File: config.mk
export PLATFORM = sky130hd
export DESIGN_NAME = he8_ram
export DESIGN_NICKNAME = d
export VERILOG_FILES = /design/src/hw/rtl/histogram_equalization_8bit_assert.svh /design/src/hw/rtl/he8_ram.sv
export SDC_FILE = /design/constraint.sdc
export NUM_CORES = 2
export LEC_CHECK = 0
export BUFFER_PORTS_ARGS = -buffer_cell sky130_fd_sc_hd__buf_2
export CAP_MARGIN = 5
export CORE_MARGIN = 2
export CORE_UTILIZATION = 55
export DETAILED_ROUTE_END_ITERATION = 10
export GPL_TIMING_DRIVEN = 1
export PLACE_DENSITY = 0.73
export SLEW_MARGIN = 10
export SYNTH_ARGS = -nofsm -noshare
export SYNTH_HDL_FRONTEND = slang
export SYNTH_SLANG_ARGS = --single-unit
File: constraint.sdc
create_clock -name clk_i -period 3.1 [get_ports clk_i]
set_input_delay 0 -clock clk_i [delete_from_list [all_inputs] [get_ports clk_i]]
set_output_delay 0 -clock clk_i [all_outputs]
set_load 0.05 [all_outputs]
File: src/hw/rtl/histogram_equalization_8bit_assert.svh
// Assertion macros for the histogram equalization block.
// Included by histogram_equalization_8bit to check its own logic; no other dependencies.
`ifndef HISTOGRAM_EQUALIZATION_8BIT_ASSERT_SVH
`define HISTOGRAM_EQUALIZATION_8BIT_ASSERT_SVH
`ifndef SYNTHESIS
// Checked on every rising edge of clk_i outside of reset.
`define HE8_ASSERT(name, prop, msg) \
  name: assert property (@(posedge clk_i) disable iff (!rst_ni) prop) else $error(msg);
// Checked on every rising edge of clk_i, reset included.
`define HE8_ASSERT_ALWAYS(name, prop, msg) \
  name: assert property (@(posedge clk_i) prop) else $error(msg);
`else
`define HE8_ASSERT(name, prop, msg)
`define HE8_ASSERT_ALWAYS(name, prop, msg)
`endif
`endif

File: src/hw/rtl/he8_ram.sv
// Generic simple dual-port RAM: one write port, one read port, registered read data.
// Standalone; no package dependencies.
module he8_ram #(
  parameter int unsigned WIDTH = 8,
  parameter int unsigned DEPTH = 256
) (
  input  logic                     clk_i,
  input  logic                     we_i,
  input  logic [$clog2(DEPTH)-1:0] waddr_i,
  input  logic [WIDTH-1:0]         wdata_i,
  input  logic                     re_i,
  input  logic [$clog2(DEPTH)-1:0] raddr_i,
  output logic [WIDTH-1:0]         rdata_o
);

  logic [WIDTH-1:0] mem_q [DEPTH];
  logic [WIDTH-1:0] rdata_q;

  // A read and a write to the same entry in one cycle return the old data.
  always_ff @(posedge clk_i) begin
    if (we_i) begin
      mem_q[waddr_i] <= wdata_i;
    end
    if (re_i) begin
      rdata_q <= mem_q[raddr_i];
    end
  end

  assign rdata_o = rdata_q;

endmodule

# Word level (Yosys, flattened, before mapping)

Memory sizes are Yosys's and may differ from the RTL's. A register that Yosys moved wholly into a read port is not among the register bits.
Cells that the tools add are included.

Flip-flop bits (word level): 0
Memory bits (writable): 2048
Input port bits: 27
Memories: 1

Memories:

| memory | words | width | rd ports | clocked after Yosys merged registers in | wr ports | line          | source |
|---|---|---|---|---|---|---|---|
| mem_q  | 256   | 8     | 1        | 1                                       | 1        | he8_ram.sv:16 | `logic [WIDTH-1:0] mem_q [DEPTH];` |

Multiplexer cells: 2

Operators by type and width:

| cell    | number |
|---|---|
| $mux W1 | 2 |

# Depth between registers and ports, before layout

Depth in word-level cells: 2
Mapped depth: 11
Gate-level depth less buffers: 6

# Worst setup path after synthesis

No wires, ideal clock.

Path kind: input port to flip-flop
From: in raddr_i[0]
To: reg rdata_q[2] (netlist: rdata_o[2]), read port of mem_q, data pin
Library setup time: 0.269 ns
Arrival time: 1.807 ns
Required time: 2.831 ns
Path slack: 1.024 ns
Stages: 9
Cell sequence: buf_6 > buf_12 > buf_8 > buf_2 > mux4_2 > a22oi_1 > a21oi_1 > nor4_1 > nor4_2

RTL lines:

| what               | line          | source |
|---|---|---|
| start: declaration | he8_ram.sv:12 | `input logic [$clog2(DEPTH)-1:0] raddr_i,` |
| end: declaration   | he8_ram.sv:17 | `logic [WIDTH-1:0] rdata_q;` |

==> results.sh <==
export IMPL_netlist_area_um2=79640
export IMPL_clock_latency_ps=820
export IMPL_synth_nets=3760
export IMPL_postRouteAntennaNets=0
export IMPL_timing_critical_path_slowest_cell_delay_ps=640
export IMPL_outcome="complete, no violations"
export IMPL_dpl_hpwl_um=119100
export IMPL_setup_violations=0
export IMPL_synth_most_common_cell="edfxtp_1"
export IMPL_ioPinCount=35
export IMPL_ys_warn_count=0
export IMPL_worstPathMaxFanout=1
export IMPL_synthDistinctLibCells=54
export IMPL_final_cells=6156
export IMPL_power_uw=56310
export IMPL_hold_class="in -> reg"
export IMPL_period_share_pct=87.62
export IMPL_synth_main_ff_cell="edfxtp_1"
export IMPL_fin_worst_skew_ps=42.22
export IMPL_synthTopCellsByCount="edfxtp_1, mux4_2, nor2_1"
export IMPL_pre_cts_ws_ps=-131.6
export IMPL_gp_congestion=0.8897
export IMPL_nets=4118
export IMPL_clk_root_buffer_cell="clkbuf_16"
export IMPL_r2r_cells=6
export IMPL_hold_path_end="mem_q[239][1]"
export IMPL_cts_buffers=194
export IMPL_async_flop_share_pct=0
export IMPL_cpLargestDelayFamily="compound AO/OA/AOI/OAI gates"
export IMPL_r2r_slack_ps=380
export IMPL_critPathRequiredTime_ps=3620
export IMPL_irDropWorstVdd_mv=0.5716
export IMPL_tightest_slew_ps=1039
export IMPL_path_cells="mux4_2, a22o_1, a221oi_1, o32ai_1, nor3_1, nor4_1"
export IMPL_placementRows=139
export IMPL_holdPathStages=5
export IMPL_initial_core_util_pct=55.44
export IMPL_portBuffers=34
export IMPL_maxCapViolations=0
export IMPL_h_tree_depth=4
export IMPL_initialDrtViolationCount=5967
export IMPL_fmax_mhz=368.2
export IMPL_tns_ps=0
export IMPL_synth_edff_count=2056
export IMPL_avgRoutedWirePerCell_um=30.89
export IMPL_grt_max_degree=135
export IMPL_drive_gt1_share_pct=25.95
export IMPL_via_count=39930
export IMPL_synthTopCellsByArea="edfxtp_1, mux4_2, mux2i_1"
export IMPL_ys_ff_latch=2056
export IMPL_cp_slowest_cell="a221oi_1"
export IMPL_setup_ws_ps=383.8
export IMPL_cts_tree="built"
export IMPL_core_area_um2=143700
export IMPL_cts_sinks=2056
export IMPL_synth_top_area_share_pct=77.53
export IMPL_grt_overflow=0
export IMPL_cp_num_buf_inv=0
export IMPL_p_leak_uw=0.02837
export IMPL_report_final_slew_viol_count=0
export IMPL_finalCriticalPeriod_ps=2716
export IMPL_yosys_area_top_type="edfxtp_1"
export IMPL_path_clk_slew_ps=60
export IMPL_rsz0062_at_grt="false"
export IMPL_place_inst=5778
export IMPL_ctsLongestPathBuffers=3
export IMPL_grt_pass1_wl_um=274400
export IMPL_p_per_area_nw_per_um2=624.4
export IMPL_r2r_start="mem_q[82][3]"
export IMPL_drcViolationCount=0
export IMPL_grt_usage_pct=25.92
export IMPL_fp_dieW_um=384.5
export IMPL_area_growth_pct=13.24
export IMPL_die_area_um2=147900
export IMPL_r2r_end="rdata_o[3]"
export IMPL_cts_setup_buffers=0
export IMPL_avgSynthCellArea_um2=21.33
export IMPL_viasPerCell=6.487
export IMPL_routed_wl_um=190200
export IMPL_netlist_instances=3733
export IMPL_arrival_ps=3230
export IMPL_path_class="reg -> reg"
export IMPL_grt_antenna_before_repair=9
export IMPL_worst_setup_path_end_kind="flop"
export IMPL_min_from="waddr_i[7]"
export IMPL_seq_area_frac_synth_pct=77.53
export IMPL_die_y_um=384.5
export IMPL_finalHoldViolations=0
export IMPL_grt_pass1_vias=39720
export IMPL_relSlewSlack_pct=30.70
export IMPL_drt_first_pass_iters=8
export IMPL_cp_start_kind="flop"
-- tightest hold or removal path: stages --
cell and delay [ps]:
buf_2 140, nand3_1 90, buf_4 210, nor2_1 110, buf_4 180
-- metal layers --
metal / track usage [%] / vias up / part of all wire [%] / routed length, um
met5: 0 / - / 0.036 / 69
met2: 40.09 / 2385 / 47 / 89810
met3: 6.656 / 364 / 11 / 21520
li1: - / 16410 / - / -
met4: 8.435 / 10 / 3.3 / 6357
met1: 36.60 / 20760 / 38 / 72400
-- cells by family after synthesis --
logic type,share of synthesized area (%)
compound gates,3.416
buf+inv,1.829
flops,77.53
mux,14.60
simple gates,2.625
-- registers in the layout (all words and copies together) (netlist names) --
| name | count |
|---|---|
| mem_q | 2048 |
| rdata_o | 8 |
-- power breakdown --
part	internal (uW)	switching, uW	leakage (uW)	total (uW)
Clock	12700	9940	0.00295	22700
Sequential	30700	46.0	0.0185	30700
Combinational	1070	1860	0.00694	2930
Total	44500	11800	0.0284	56300
-- worst max-delay path by stage --
stage                   from    endpoint  cells past startpoint
2_1_floorplan     raddr_i[0]  rdata_o[2]                      9
6_report        mem_q[82][3]  rdata_o[3]                      6
5_1_grt         mem_q[81][3]  rdata_o[3]                      6
4_1_cts        mem_q[210][5]  rdata_o[5]                      6
3_5_place_dp      raddr_i[0]  rdata_o[5]                      9
3_3_place_gp      raddr_i[0]  rdata_o[5]                      9
-- metrics by stage --
step | area, um2 | util [%] | hold WS [ps]
finish | 90180 | 62.78 | 63.74
global placement | 83930 | 58.42 | 385.6
detailed placement | 83930 | 58.42 | 386.9
global route | 90180 | 62.77 | 77.56
floorplan | 79640 | - | 98.87
CTS | 90170 | 62.77 | 23.64
-- cell type report --
cell class / instances / area, um2
multi-input combinational: 1442 / 16490
fill: 9511 / 53480
tap: 1903 / 2381
timing repair buffer: 395 / 3513
sequential: 2056 / 61740
clock inverter: 100 / 785.8
inverter: 2 / 7.507
antenna: 2 / 5.005
clock buffer: 256 / 5258
-- layout by cell type (no fill, tap or decap), types with 5 or more instances in the layout --
cell type      netlist  layout
a22oi_1            133     133
buf_12               8      39
o22ai_1             28      28
and2_1               6       6
o221ai_1            46      46
nor2_1             282     279
a21oi_1             96      96
buf_4               27     303
mux4_2             454     454
nand2b_1             8       8
clkinv_2             0      31
o211ai_1            10      10
a211oi_1            16      16
mux2i_1            134     134
clkbuf_16            0     202
nor4_1              24      24
o22a_1               5       5
clkinv_1             1      49
o21ai_0             10      10
buf_2               31      23
clkbuf_8             0       6
bufinv_16            0      10
nand3_1             34      34
nor2b_1             31      28
a22o_1               8       8
clkbuf_1           111      54
nor3_1              22      21
nand2_1             33      33
dlygate4sd3_1        0      20
a221oi_1            13      13
edfxtp_1          2056    2056
nand4_1             10      10
-- timing repair --
item | in CTS | in global routing
gates resized for setup | 0 | 1
endpoints found under the setup margin | 0 | 1
hold buffers | 20 | 0
hold endpoints to repair | 1017 | 0
Power figures use the tool's default switching activity.
